==> config.mk <==
export PLATFORM = sky130hd
export DESIGN_NAME = jis_multi_encoding_byte_encoder
export DESIGN_NICKNAME = d
export VERILOG_FILES = /design/src/jisenc_pkg.sv /design/src/jisenc_encoder.sv /design/src/jis_multi_encoding_byte_encoder.sv
export SDC_FILE = /design/constraint.sdc
export NUM_CORES = 1
export LEC_CHECK = 0
export BUFFER_PORTS_ARGS = -buffer_cell sky130_fd_sc_hd__buf_4
export CAP_MARGIN = 20
export CELL_PAD_IN_SITES_DETAIL_PLACEMENT = 1
export CELL_PAD_IN_SITES_GLOBAL_PLACEMENT = 1
export CORE_MARGIN = 2
export CORE_UTILIZATION = 49
export DETAILED_ROUTE_END_ITERATION = 16
export GPL_TIMING_DRIVEN = 0
export PLACE_DENSITY_LB_ADDON = 0.1
export SLEW_MARGIN = 10
export SYNTH_ARGS = -nofsm -noshare
export SYNTH_HDL_FRONTEND = slang
export SYNTH_SLANG_ARGS = --single-unit
==> constraint.sdc <==
create_clock -name clk_i -period 4.7 [get_ports clk_i]
set_input_delay 0.94 -clock clk_i [delete_from_list [all_inputs] [get_ports clk_i]]
set_output_delay 0.94 -clock clk_i [all_outputs]
set_load 0.01 [all_outputs]
==> src/jisenc_pkg.sv <==
// ----------------------------------------------------------------------------
// jisenc_pkg: shared types and constants for the JIS byte encoder
// Coding modes, register indexes, escape bytes and the per-character plan.
// ----------------------------------------------------------------------------
`default_nettype none

package jisenc_pkg;

  localparam int unsigned MaxBytes = 8;              // worst case: ESC seq + pair + ESC seq
  localparam int unsigned IdxW     = $clog2(MaxBytes);
  localparam int unsigned CntW     = $clog2(MaxBytes + 1);

  localparam logic [7:0] EscByte       = 8'h1B;
  localparam logic [7:0] Ss2Byte       = 8'h8E;
  localparam logic [7:0] DesigAscii    = 8'h28;      // '('
  localparam logic [7:0] DesigKanji    = 8'h24;      // '$'
  localparam logic [7:0] FinalByteRst  = 8'h42;      // 'B'

  typedef enum logic [1:0] {
    MODE_PASS = 2'd0,
    MODE_EUC  = 2'd1,
    MODE_SJIS = 2'd2,
    MODE_ISO  = 2'd3
  } mode_e;

  typedef enum logic [1:0] {
    REG_MODE     = 2'd0,
    REG_ASCII_FB = 2'd1,
    REG_KANJI_FB = 2'd2
  } cfg_reg_e;

  // Byte sequence for one character, byte 0 goes out first.
  typedef struct packed {
    logic [MaxBytes-1:0][7:0] bytes;
    logic [CntW-1:0]          cnt;
  } plan_t;

endpackage

`default_nettype wire

==> src/jisenc_encoder.sv <==
// ----------------------------------------------------------------------------
// jisenc_encoder: character code to byte sequence
// Builds the full output byte list for one character and the next shift state.
// ----------------------------------------------------------------------------
`default_nettype none

module jisenc_encoder (
  input  wire logic [15:0]          char_code_i,
  input  wire logic                 last_char_i,
  input  jisenc_pkg::mode_e         mode_i,
  input  wire logic [7:0]           ascii_fb_i,
  input  wire logic [7:0]           kanji_fb_i,
  input  wire logic                 shift_i,
  output jisenc_pkg::plan_t         plan_o,
  output logic                      shift_o
);

  logic [7:0] hi;
  logic [7:0] lo;
  logic       is_ascii;
  logic       is_single;
  logic [7:0] sjis_lead;
  logic [7:0] sjis_trail;

  assign hi        = char_code_i[15:8];
  assign lo        = char_code_i[7:0];
  assign is_single = (hi == 8'h00);
  assign is_ascii  = is_single && !lo[7];

  // JIS row/cell to Shift_JIS, results wrap to 8 bits; (hi + 1) >> 1 as hi/2 + hi[0]
  assign sjis_lead = {1'b0, hi[7:1]} + {7'b0, hi[0]} + ((hi <= 8'h5E) ? 8'h70 : 8'hB0);

  always_comb begin
    if (hi[0]) begin
      sjis_trail = lo + ((lo >= 8'h60) ? 8'h20 : 8'h1F);
    end else begin
      sjis_trail = lo + 8'h7E;
    end
  end

  always_comb begin
    logic [jisenc_pkg::CntW-1:0] n;
    logic                        sh;
    plan_o.bytes = '0;
    n            = '0;
    sh           = shift_i;
    unique case (mode_i)
      jisenc_pkg::MODE_EUC: begin
        if (is_ascii) begin
          plan_o.bytes[0] = lo;
          n               = jisenc_pkg::CntW'(1);
        end else if (is_single) begin
          plan_o.bytes[0] = jisenc_pkg::Ss2Byte;
          plan_o.bytes[1] = {1'b0, lo[6:0]};
          n               = jisenc_pkg::CntW'(2);
        end else begin
          plan_o.bytes[0] = hi | 8'h80;
          plan_o.bytes[1] = lo | 8'h80;
          n               = jisenc_pkg::CntW'(2);
        end
        if (last_char_i) sh = 1'b0;
      end
      jisenc_pkg::MODE_SJIS: begin
        if (is_single) begin
          plan_o.bytes[0] = lo;
          n               = jisenc_pkg::CntW'(1);
        end else begin
          plan_o.bytes[0] = sjis_lead;
          plan_o.bytes[1] = sjis_trail;
          n               = jisenc_pkg::CntW'(2);
        end
        if (last_char_i) sh = 1'b0;
      end
      jisenc_pkg::MODE_ISO: begin
        if (is_single) begin
          if (sh) begin
            plan_o.bytes[0] = jisenc_pkg::EscByte;
            plan_o.bytes[1] = jisenc_pkg::DesigAscii;
            plan_o.bytes[2] = ascii_fb_i;
            n               = jisenc_pkg::CntW'(3);
            sh              = 1'b0;
          end
          plan_o.bytes[n[jisenc_pkg::IdxW-1:0]] = lo;
          n = n + jisenc_pkg::CntW'(1);
        end else begin
          if (!sh) begin
            plan_o.bytes[0] = jisenc_pkg::EscByte;
            plan_o.bytes[1] = jisenc_pkg::DesigKanji;
            plan_o.bytes[2] = kanji_fb_i;
            n               = jisenc_pkg::CntW'(3);
            sh              = 1'b1;
          end
          plan_o.bytes[n[jisenc_pkg::IdxW-1:0]] = hi;
          n = n + jisenc_pkg::CntW'(1);
          plan_o.bytes[n[jisenc_pkg::IdxW-1:0]] = lo;
          n = n + jisenc_pkg::CntW'(1);
        end
        // end of string: fall back to ASCII
        if (last_char_i && sh) begin
          plan_o.bytes[n[jisenc_pkg::IdxW-1:0]] = jisenc_pkg::EscByte;
          n = n + jisenc_pkg::CntW'(1);
          plan_o.bytes[n[jisenc_pkg::IdxW-1:0]] = jisenc_pkg::DesigAscii;
          n = n + jisenc_pkg::CntW'(1);
          plan_o.bytes[n[jisenc_pkg::IdxW-1:0]] = ascii_fb_i;
          n = n + jisenc_pkg::CntW'(1);
          sh = 1'b0;
        end
      end
      default: begin
        plan_o.bytes[0] = lo;
        n               = jisenc_pkg::CntW'(1);
        if (last_char_i) sh = 1'b0;
      end
    endcase
    plan_o.cnt = n;
    shift_o    = sh;
  end

endmodule

`default_nettype wire

==> src/jis_multi_encoding_byte_encoder.sv <==
// ----------------------------------------------------------------------------
// jis_multi_encoding_byte_encoder: JIS character stream to encoded bytes
// Pass-through, EUC-JP, Shift_JIS or ISO-2022-JP, one output byte per beat.
// ----------------------------------------------------------------------------
// Channel   Dir  Handshake                  Payload
// s_axis    in   s_axis_tvalid/tready       tdata=char_code, tlast=last_char
// m_axis    out  m_axis_tvalid/tready       tdata=out_byte, tlast=run_end
// cfg       in   cfg_valid_i/cfg_ready_o    cfg_addr_i=register, cfg_data_i
//
// A character is encoded in the cycle it is accepted into a byte buffer of up
// to 8 bytes (usually 1 or 2); the buffer drains one byte per cycle into the
// output register unless the output stalls. The next character is taken in
// the cycle its predecessor's last byte moves out, so output stalls hold the
// buffer and input. Reset clears the buffer, output valid, shift state and
// registers to their defaults.
// ----------------------------------------------------------------------------
`default_nettype none

module jis_multi_encoding_byte_encoder (
  input  wire logic        clk_i,
  input  wire logic        rst_ni,
  // config write
  input  wire logic        cfg_valid_i,
  output logic             cfg_ready_o,
  input  wire logic [1:0]  cfg_addr_i,
  input  wire logic [7:0]  cfg_data_i,
  // character input
  input  wire logic        s_axis_tvalid,
  output logic             s_axis_tready,
  input  wire logic [15:0] s_axis_tdata,   // [15:0] char_code
  input  wire logic        s_axis_tlast,   // last_char
  // byte output
  output logic             m_axis_tvalid,
  input  wire logic        m_axis_tready,
  output logic [7:0]       m_axis_tdata,   // [7:0] out_byte
  output logic             m_axis_tlast    // run_end
);

  jisenc_pkg::mode_e mode_q;
  logic [7:0]        ascii_fb_q;
  logic [7:0]        kanji_fb_q;
  logic              shift_q, shift_d;

  jisenc_pkg::plan_t plan_d;
  jisenc_pkg::plan_t job_q;
  logic              job_valid_q;
  logic [jisenc_pkg::IdxW-1:0] idx_q;

  logic              s_beat;
  logic              out_free;
  logic              move;
  logic              job_last;

  // config registers, always ready
  assign cfg_ready_o = 1'b1;

  always_ff @(posedge clk_i or negedge rst_ni) begin
    if (!rst_ni) begin
      mode_q     <= jisenc_pkg::MODE_PASS;
      ascii_fb_q <= jisenc_pkg::FinalByteRst;
      kanji_fb_q <= jisenc_pkg::FinalByteRst;
    end else if (cfg_valid_i) begin
      case (cfg_addr_i)
        jisenc_pkg::REG_MODE:     mode_q     <= jisenc_pkg::mode_e'(cfg_data_i[1:0]);
        jisenc_pkg::REG_ASCII_FB: ascii_fb_q <= cfg_data_i;
        jisenc_pkg::REG_KANJI_FB: kanji_fb_q <= cfg_data_i;
        default: ;
      endcase
    end
  end

  jisenc_encoder u_enc (
    .char_code_i (s_axis_tdata),
    .last_char_i (s_axis_tlast),
    .mode_i      (mode_q),
    .ascii_fb_i  (ascii_fb_q),
    .kanji_fb_i  (kanji_fb_q),
    .shift_i     (shift_q),
    .plan_o      (plan_d),
    .shift_o     (shift_d)
  );

  assign out_free      = !m_axis_tvalid || m_axis_tready;
  assign move          = job_valid_q && out_free;
  assign job_last      = ({1'b0, idx_q} + jisenc_pkg::CntW'(1)) == job_q.cnt;
  assign s_axis_tready = !job_valid_q || (move && job_last);
  assign s_beat        = s_axis_tvalid && s_axis_tready;

  always_ff @(posedge clk_i or negedge rst_ni) begin
    if (!rst_ni) begin
      shift_q     <= 1'b0;
      job_valid_q <= 1'b0;
      idx_q       <= '0;
    end else begin
      if (s_beat) begin
        shift_q     <= shift_d;
        job_valid_q <= 1'b1;
        idx_q       <= '0;
      end else if (move) begin
        if (job_last) job_valid_q <= 1'b0;
        idx_q <= idx_q + jisenc_pkg::IdxW'(1);
      end
    end
  end

  always_ff @(posedge clk_i) begin
    if (s_beat) job_q <= plan_d;
  end

  // output register
  always_ff @(posedge clk_i or negedge rst_ni) begin
    if (!rst_ni) begin
      m_axis_tvalid <= 1'b0;
    end else if (move) begin
      m_axis_tvalid <= 1'b1;
    end else if (m_axis_tready) begin
      m_axis_tvalid <= 1'b0;
    end
  end

  always_ff @(posedge clk_i) begin
    if (move) begin
      m_axis_tdata <= job_q.bytes[idx_q];
      m_axis_tlast <= job_last;
    end
  end

`ifndef SYNTH
  a_cnt_range: assert property (@(posedge clk_i) disable iff (!rst_ni)
    job_valid_q |-> (job_q.cnt != '0) && (job_q.cnt <= jisenc_pkg::CntW'(jisenc_pkg::MaxBytes)))
    else $error("byte buffer count out of range");

  a_idx_in_job: assert property (@(posedge clk_i) disable iff (!rst_ni)
    job_valid_q |-> ({1'b0, idx_q} < job_q.cnt))
    else $error("byte index past end of buffer");

  a_no_early_accept: assert property (@(posedge clk_i) disable iff (!rst_ni)
    (job_valid_q && !(move && job_last)) |-> !s_axis_tready)
    else $error("input taken while bytes remain");

  a_shift_cleared: assert property (@(posedge clk_i) disable iff (!rst_ni)
    (s_beat && s_axis_tlast) |=> !shift_q)
    else $error("shift state left set after last character");
`endif

endmodule

`default_nettype wire

=== Word level (Yosys, flattened, before mapping) ===
Index checks and enable logic that the tools add are counted.

* $add $sub $neg: 12
* Multiply operators: 0
* Divide/modulo/power cells: 0
* $lt $le $gt $ge: 15
* Equality and inequality tests: 6
* Shift operators: 0
* Multiplexer cells: 61
* Bitwise logic cells: 6
* Reductions and logical operators: 27

{| class="wikitable"
|+ Operators with widths
! cell !! number
|-
| $bwmux 64 || 4
|-
| $mux 64 || 3
|-
| $demux 8 s3 || 6
|-
| $mux 24 || 6
|-
| $mux 8 || 13
|-
| $and 48x48->48 || 1
|-
| $not 48->48 || 1
|-
| $pmux 8 s3 || 2
|-
| $and 32x32->32 || 1
|-
| $not 32->32 || 1
|-
| $or 32x32->32 || 1
|-
| $lt 3x4->1 const B || 7
|-
| $mux 4 || 7
|-
| $add 4x1->4 const B || 6
|-
| $bmux 8 s3 || 1
|-
| $ge 3x1->1 const B || 6
|-
| $add 8x8->8 || 2
|-
| $mux 16 || 1
|-
| $or 16x16->16 || 1
|-
| $pmux 4 s3 || 1
|-
| $logic_and 1x1->1 || 11
|-
| $mux 1 || 10
|-
| $reduce_and 2->1 || 5
|-
| $add 7x1->8 || 1
|-
| 16 further kinds || 29
|}

* Register bits after elaboration: 101
* Bits in latches: 0
* Memory bits (writable): 0
* Memory bits (read-only): 0
* Output and inout bits: 12
* Memories: 0

=== Logic depth before layout (Yosys ltp) ===
Gate-level depths: netlist (run 1).

* Depth after elaboration: 17
* Depth in mapped cells: 16

=== By module ===
A second synthesis (run 1) with hierarchy kept.

* Cells, all modules: 580
* Area total of the unflattened synthesis: 6,299.8 um^2

{| class="wikitable"
|+ By module, submodules not included
! module !! instances !! cells each !! area an instance (um^2)
|-
| jis_multi_encoding_byte_encoder || 1 || 186 || 3,948.8
|-
| jisenc_encoder || 1 || 394 || 2,351.0
|}

=== Worst setup path before layout (run 1) ===
Ideal clock, no wire load.

* Path type: input-to-reg
* Start: input port s_axis_tdata[8]
* End: register job_q[10] (netlist name) (data pin)
* Library setup time: 261 ps
* Arrival time: 3,626 ps
* Data required time: 4,439 ps
* Slack: 813 ps
* Cell stages on the path: 15
* Buffers on the path: 4
* Cells stage by stage: clkbuf_1 -> inv_1 -> ha_1 -> nor4b_2 -> nand2_1 -> inv_1 -> buf_4 -> buf_4 -> ha_1 -> clkbuf_1 -> nand2_1 -> nand2_1 -> a21oi_1 -> a221o_1 -> a221o_1

{| class="wikitable"
|+ RTL lines
! item !! RTL line !! text
|-
| from (decl) || jis_multi_encoding_byte_encoder.sv:30 || <nowiki>input wire logic [15:0] s_axis_tdata,</nowiki>
|-
| to (signal assigned) || jis_multi_encoding_byte_encoder.sv:107 || <nowiki>if (s_beat) job_q <= plan_d;</nowiki>
|-
| to (decl) || jis_multi_encoding_byte_encoder.sv:45 || <nowiki>jisenc_pkg::plan_t job_q;</nowiki>
|}

=== Worst setup path after layout (run 1) ===
* Start: input port s_axis_tdata[8]
* End: register job_q[17] (netlist name) (data pin)

* Cells in the longest elaborated chain, start to end: 13
* Elaborated cells between the ends (all ways): 35
* Those cells by class: 2 x add/sub; 6 x order compare; 18 x mux; 3 x bitwise; 6 x reduce/logical

{| class="wikitable"
|+ RTL lines
! item !! RTL line !! text
|-
| parallel branches: the longest is 12 deep, another holds $add 4x1->4 || - ||
|-
| $pmux 8 s3 * || jisenc_encoder.sv:47 || <nowiki>unique case (mode_i)</nowiki>
|}

Every way passes the cells marked *. The select of a mux whose other input is x is not followed.
A chain may end at the register's enable or synchronous reset.

==> metrics, run 1 <==
outcome finished, final reports clean; # port buffers 35; Hold WS 0.4911 ns; aggregate global routing overflow 0; CTS tree yes; vias in the first global route 5877; Detailed Place HPWL 16940 µm; synthesis-to-finish area growth 12.81%; average size of a mapped cell ~10 µm²; Critical Path Start Type primary input; CP max stage delay 0.56 ns; fin. max-slew vios 0; gr usage total 34.08%; initial drt markers ~610; Setup Buffers After CTS 0; RSZ-0062 raised after global routing false; sequential-to-total area share from yosys stat 45.62%; FF+latch count, synth 101; Die ar. 13980 µm²; vias per inst 6.800; total core area 12670 µm²; I/O pin count 44; Final Wtd Congestion 0.9863; die width 118.3 µm; starting density of the core 50.48%; clk buf depth 2; largest net degree at the start of global routing 54; Power Density between 400 and 500 nW/µm²; Leakage 2.546 nW; maxcap violations 0; Yosys warning total 0; Routed wire per std cell 27.69 µm; ys async rst share a little under a quarter; drt pass-1 iters 5; Tightest Pin Transition 0.8175 ns; Root Buffer clkbuf_16; # setup viols final 0; die height 118.3 µm; crit path max-delay cell type clkbuf_1; placed cell area 6909 µm²; worst path cell trace buf_4 -> clkbuf_1 -> inv_2 -> ha_1 -> nor4b_4 -> nand2_1 -> clkbuf_1 -> ha_1 -> inv_1 -> nor2_2 -> nand3_1 -> o221a_2 -> a221o_1; Design Power between 0.003 and 0.004 W; critical-path maximum fanout 12; layout cells sized above 1 a little under a fifth; final net count 713; ANT nets after route 0; post-route cell area roughly 7200 µm²; clk sinks between 100 and 150; first-pass GRT wire length between 30000 and 40000 µm; CP arrival roughly 4.6 ns; final worst-path cycle share 96.44%; ys flop type edfxtp_1; Final Util 56.95%; row cnt between 40 and 50; Resized Gates After CTS 3; Gate Count Post-Synth 619; Fin. Hold Viols 0; Hold WC Path Type in2async; highest clock rate 220.6 MHz; level count of the clock H-tree 3; Worst setup EP type flop; post-synthesis net count 667; area of the mapped netlist 6396 µm²; EDFF count, synth 77; initial antenna violation count 0; number of hold buffers added after CTS 0; IR drop worst, VDD 0.0002523 V; clk_skew around 0.013 ns; Cell variety after synth 73; Setup CP Type in2reg; vias 5732; residual DRC count 0; WP data required between 4 and 5 ns; clk_lat worst skew 0.36 ns; Total Routed Length 23340 µm; max_slew headroom 45.50%; fin crit period 4.533 ns; R2R Setup Slk 1.29 ns; Inserted Clock Buffers 9; Worst-path clk slew 0.07 ns
[cell usage in the layout, fill, tap and decap left out, types with 8 or more instances in the layout]
| cell type | synthesis | routed |
|---|---|---|
| nand2_1 | 47 | 47 |
| nor3_1 | 23 | 23 |
| nand3_1 | 23 | 23 |
| a32oi_1 | 8 | 8 |
| and3_1 | 15 | 15 |
| o21ai_0 | 29 | 29 |
| mux2_2 | 28 | 28 |
| edfxtp_1 | 77 | 77 |
| clkbuf_1 | 48 | 46 |
| ha_1 | 16 | 16 |
| xor2_1 | 8 | 8 |
| a21oi_1 | 51 | 51 |
| inv_1 | 14 | 12 |
| clkbuf_16 | 0 | 9 |
| buf_4 | 3 | 38 |
| nor2_1 | 42 | 41 |
| mux4_2 | 16 | 16 |
| dfrtp_1 | 20 | 20 |
[path summary, 6_finish.rpt]
kind	endpoint	cells after the start	startpoint
worst min register to register	kanji_fb_q[0]$_DFFE_PN0P_	1	kanji_fb_q[0]$_DFFE_PN0P_
min in group clk_i	kanji_fb_q[0]$_DFFE_PN0P_	1	kanji_fb_q[0]$_DFFE_PN0P_
worst max register to register	job_q[7]$_DFFE_PP_	9	shift_q$_DFFE_PN0P_
max in group asynchronous	kanji_fb_q[1]$_DFFE_PN1P_	1	rst_ni
worst min-delay path	job_valid_q$_DFFE_PN0P_	1	rst_ni
worst max-delay path	job_q[17]$_SDFFCE_PP0P_	13	s_axis_tdata[8]
[metal layers]
metal	wire, µm	share of wire (%)	global-route usage (%)
met2	11300	48	56.32
met5	0	0	0
met3	2169	9.3	7.481
met1	9178	39	44.24
met4	696	3.0	11.97
[through the flow]
step	setup TNS (ns)	instances	setup slack, ns
detailed placement	-6.935	827	-0.4824
floorplan	0	619	0.8134
global route	0	842	0.04088
global placement	-6.941	826	-0.5348
CTS	0	843	0.1500
finish	0	843	0.1672
[report_power, final]
group	internal (W)	switching (W)
sequential	0.00115	0.0000589
clock	0.000368	0.000353
combinational	0.000571	0.00100
total	0.00209	0.00141
[Yosys cell counts, drive strengths merged (16+ instances only)]
cell type | number | area share (%)
a21oi | 52 | 4.1
clkbuf | 48 | 2.8
dfrtp | 20 | 7.8
edfxtp | 77 | 36
ha | 16 | 3.1
mux2 | 28 | 4.9
mux4 | 16 | 5.6
nand2 | 47 | 2.8
nand3 | 23 | 1.8
nor2 | 43 | 2.6
nor3 | 23 | 1.8
o21ai | 31 | 2.6
[state kept, by name (all words and copies together) (netlist names)]
| signal | count |
|---|---|
| m_axis_tlast | 1 |
| job_q | 68 |
| mode_q | 2 |
| m_axis_tvalid | 1 |
| shift_q | 1 |
| m_axis_tdata | 8 |
| kanji_fb_q | 8 |
| job_valid_q | 1 |
| idx_q | 3 |
| ascii_fb_q | 8 |
[cell type report]
type                    count  area, µm²
clock buffers               9      225.2
multi-input cells         440       3184
inverters                  15      56.30
fillers                  1404       5455
diodes                      1      2.502
clock inverters             7      57.56
plain buffers              62      266.5
repair buffers             36      290.3
well taps                 172      215.2
flip-flops and latches    101       2918
[kinds of logic (layout without fill, tap and decap cells)]
kind of cell,count (synthesis),after routing,synth area share (%)
DFF,101,101,45.62
adders and majority gates,16,16,3.130
xor gates and xnor gates,15,15,2.054
and+or+nand+nor,191,191,14.81
other,1,2,0.05863
buffers and inverters,78,129,5.086
AOI/OAI and AO/OA,172,172,18.53
muxes,45,45,10.72
[worst max-delay path, delay by kind of cell]
| family | cells | cell delay (ns) |
|---|---|---|
| AND/OR/NAND/NOR | 4 | 1.14 |
| AO/OA/AOI/OAI | 2 | 0.59 |
| adder cells (fa/ha/maj) | 2 | 0.66 |
| buffers and inverters | 5 | 1.29 |
(Power assumes the default switching activity.)
==> run 2, diff against run 1 <==
--- a/config.mk
+++ b/config.mk
@@ -11,8 +11,10 @@
 export CELL_PAD_IN_SITES_GLOBAL_PLACEMENT = 1
 export CORE_MARGIN = 2
 export CORE_UTILIZATION = 49
+export CTS_CLUSTER_DIAMETER = 200
 export DETAILED_ROUTE_END_ITERATION = 16
 export GPL_TIMING_DRIVEN = 0
+export MAX_ROUTING_LAYER = met4
 export PLACE_DENSITY_LB_ADDON = 0.1
 export SLEW_MARGIN = 10
 export SYNTH_ARGS = -nofsm -noshare
==> metrics, run 2 (synthesis gave the netlist of run 1 again) <==
total core area 12670 µm² (unchanged); fin. max-slew vios 0 (unchanged); Clk pwr share 21.5% (+0.9 points); R2R Setup Slk 1.07 ns (-0.22 ns); Worst-path clk slew 0.07 ns (about the same); max_slew headroom 40.69% (-4.8 points); Power Density 492.5 nW/µm² (+1.5%); final worst-path cycle share 95.55% (-0.89 points); vias per inst 6.711 (-1.3%); max FFs per register 68 (unchanged); ANT nets after route 0 (unchanged); sequential share of power 34.2% (-0.3 points); clk sinks 101 (unchanged); Setup Buffers After CTS 0 (unchanged); Fillers 1433 (+2.1%); Leakage 2.555 nW (+0.38%); crit path max-delay cell type a2111oi_0; # port buffers 35 (unchanged); drt pass-1 iters 5 (unchanged); starting density of the core 50.48% (unchanged); aggregate global routing overflow 0 (unchanged); Die ar. 13980 µm² (unchanged); Root Buffer clkbuf_16; initial antenna violation count 1 (+1); IR drop worst, VDD 0.0002216 V (-12%); combinational power share 44.3% (-0.6 points); vias in the first global route 5942 (+1.1%); switching power total 0.001421 W (+0.63%); gr usage total 36.02% (+1.9 points); most flop-heavy register job_q; Crit Reg-Reg Endpoint job_q[7]$_DFFE_PP_; Setup CP Type in2reg; first-pass GRT wire length 36540 µm (+2.2%); Setup crit end job_q[7]$_DFFE_PP_; Tightest Pin Transition 0.8828 ns (+0.06538 ns); worst r2r src shift_q$_DFFE_PN0P_; Hold WC Path Type in2async; CTS tree yes; depth of the most critical reg-to-reg path 9 (unchanged); synthesis-to-finish area growth 13.17%; crit path buf inv count 7 (+2); Inserted Clock Buffers 9 (unchanged); leading cell type in the layout, fill and taps excluded edfxtp_1; Fin. Hold Viols 0 (unchanged); Total Routed Length 23960 µm (+2.6%); initial drt markers 619 (+1.6%); placed cell area 6909 µm² (unchanged); clk buf depth 2 (unchanged); RSZ-0062 raised after global routing false; family with the most delay on the worst path buffers and inverters; die width 118.3 µm (unchanged); largest net degree at the start of global routing 52 (-3.7%); Final Wtd Congestion 0.9878 (+0.15%); Design Power 0.003565 W (+1.8%); fin crit period 4.491 ns (-0.04183 ns); Critical Path Start Type primary input; vias 5664 (-1.2%); clk_skew 0.008112 ns (-0.005261 ns); switching part of the total 39.87% (-0.48 points); maxcap violations 0 (unchanged); CP max stage delay 0.81 ns (+0.25 ns); WP data required 4.75 ns (-0.05 ns); commonest cells after routing, fill and taps aside 77 x edfxtp_1, 51 x a21oi_1, 47 x clkbuf_1, 47 x nand2_1, 41 x nor2_1; clk_lat worst skew 0.35 ns (about the same); Critical Path Start s_axis_tdata[8]; highest clock rate 222.7 MHz (+0.93%); outcome finished, final reports clean; post-route cell area 7238 µm² (+0.31%); I/O pin count 44 (unchanged); # setup viols final 0 (unchanged); critical-path maximum fanout 13 (+1); Crit path depth 15 (+2); Int Pwr 0.002144 W (+2.6%); Worst setup EP type flop; layout cells sized above 1 18.18% (-0.33 points); worst path cell trace buf_4 -> clkbuf_1 -> inv_2 -> ha_1 -> nor4b_4 -> nand2_1 -> inv_1 -> buf_4 -> buf_4 -> ha_1 -> clkbuf_2 -> nand2_1 -> nand2_1 -> a2111oi_0 -> o41ai_2; row cnt 41 (unchanged); Final Util 57.12% (+0.18 points); CP arrival 4.54 ns (-0.09 ns); level count of the clock H-tree 3 (unchanged); die height 118.3 µm (unchanged); Routed wire per std cell 28.38 µm (+2.5%); residual DRC count 0 (unchanged); final net count 714 (+0.14%); Detailed Place HPWL 17360 µm (+2.5%)
run 2: per-layer routing:
layer	part of all wire [%]	global-route usage [%]	vias to the layer above
li1	-	-	2453
met1	38	44.69	2862
met2	50	58.96	305
met3	9.8	8.542	44
met4	2.2	10.39	0
met5	0	-	-
run 2: final cells by class:
type                    instances  area [µm²]  share of cell area [%]
flip-flops and latches        101        2918                   40.31
inverters                      15       56.30                  0.7779
multi-input cells             440        3179                   43.92
repair buffers                 36       290.3                   4.010
clock inverters                 7       81.33                   1.124
plain buffers                  63       270.3                   3.734
diodes                          1       2.502                 0.03457
well taps                     172       215.2                   2.973
clock buffers                   9       225.2                   3.111
run 2: worst min path at each step:
stage,from,to
after global routing,rst_ni,m_axis_tvalid$_DFFE_PN0P_
after CTS,rst_ni,m_axis_tvalid$_DFFE_PN0P_
final,rst_ni,job_valid_q$_DFFE_PN0P_
after detailed placement,kanji_fb_q[0]$_DFFE_PN0P_,kanji_fb_q[0]$_DFFE_PN0P_
after floorplan,kanji_fb_q[2]$_DFFE_PN0P_,kanji_fb_q[2]$_DFFE_PN0P_
after global placement,kanji_fb_q[0]$_DFFE_PN0P_,kanji_fb_q[0]$_DFFE_PN0P_
run 2: power groups by stage:
stage	logic [W]	clock network [W]	registers, W
after CTS	0.00153	0.000774	0.00122
after floorplan	0.000967	0	0.00123
final	0.00158	0.000766	0.00122
after detailed placement	0.00152	0	0.00123
after global routing	0.00168	0.000813	0.00123
after global placement	0.00146	0	0.00122
run 2: through the flow:
step           hold slack (ns)  cells  setup slack [ns]  setup TNS, ns
2_1_floorplan           0.4792    619            0.8134              0
3_3_place_gp            0.4923    826           -0.5045         -7.057
3_5_place_dp            0.4939    827           -0.4974         -6.423
4_1_cts                 0.4953    843            0.1889              0
5_1_grt                 0.4916    844           0.06625              0
6_report                0.4938    844            0.2091              0
run 2: timing repair:
item | in CTS | in global routing
hold buffers | 0 | 0
endpoints found under the setup margin | 8 | 7
resized for setup | 3 | 2
gates cloned | 0 | 0
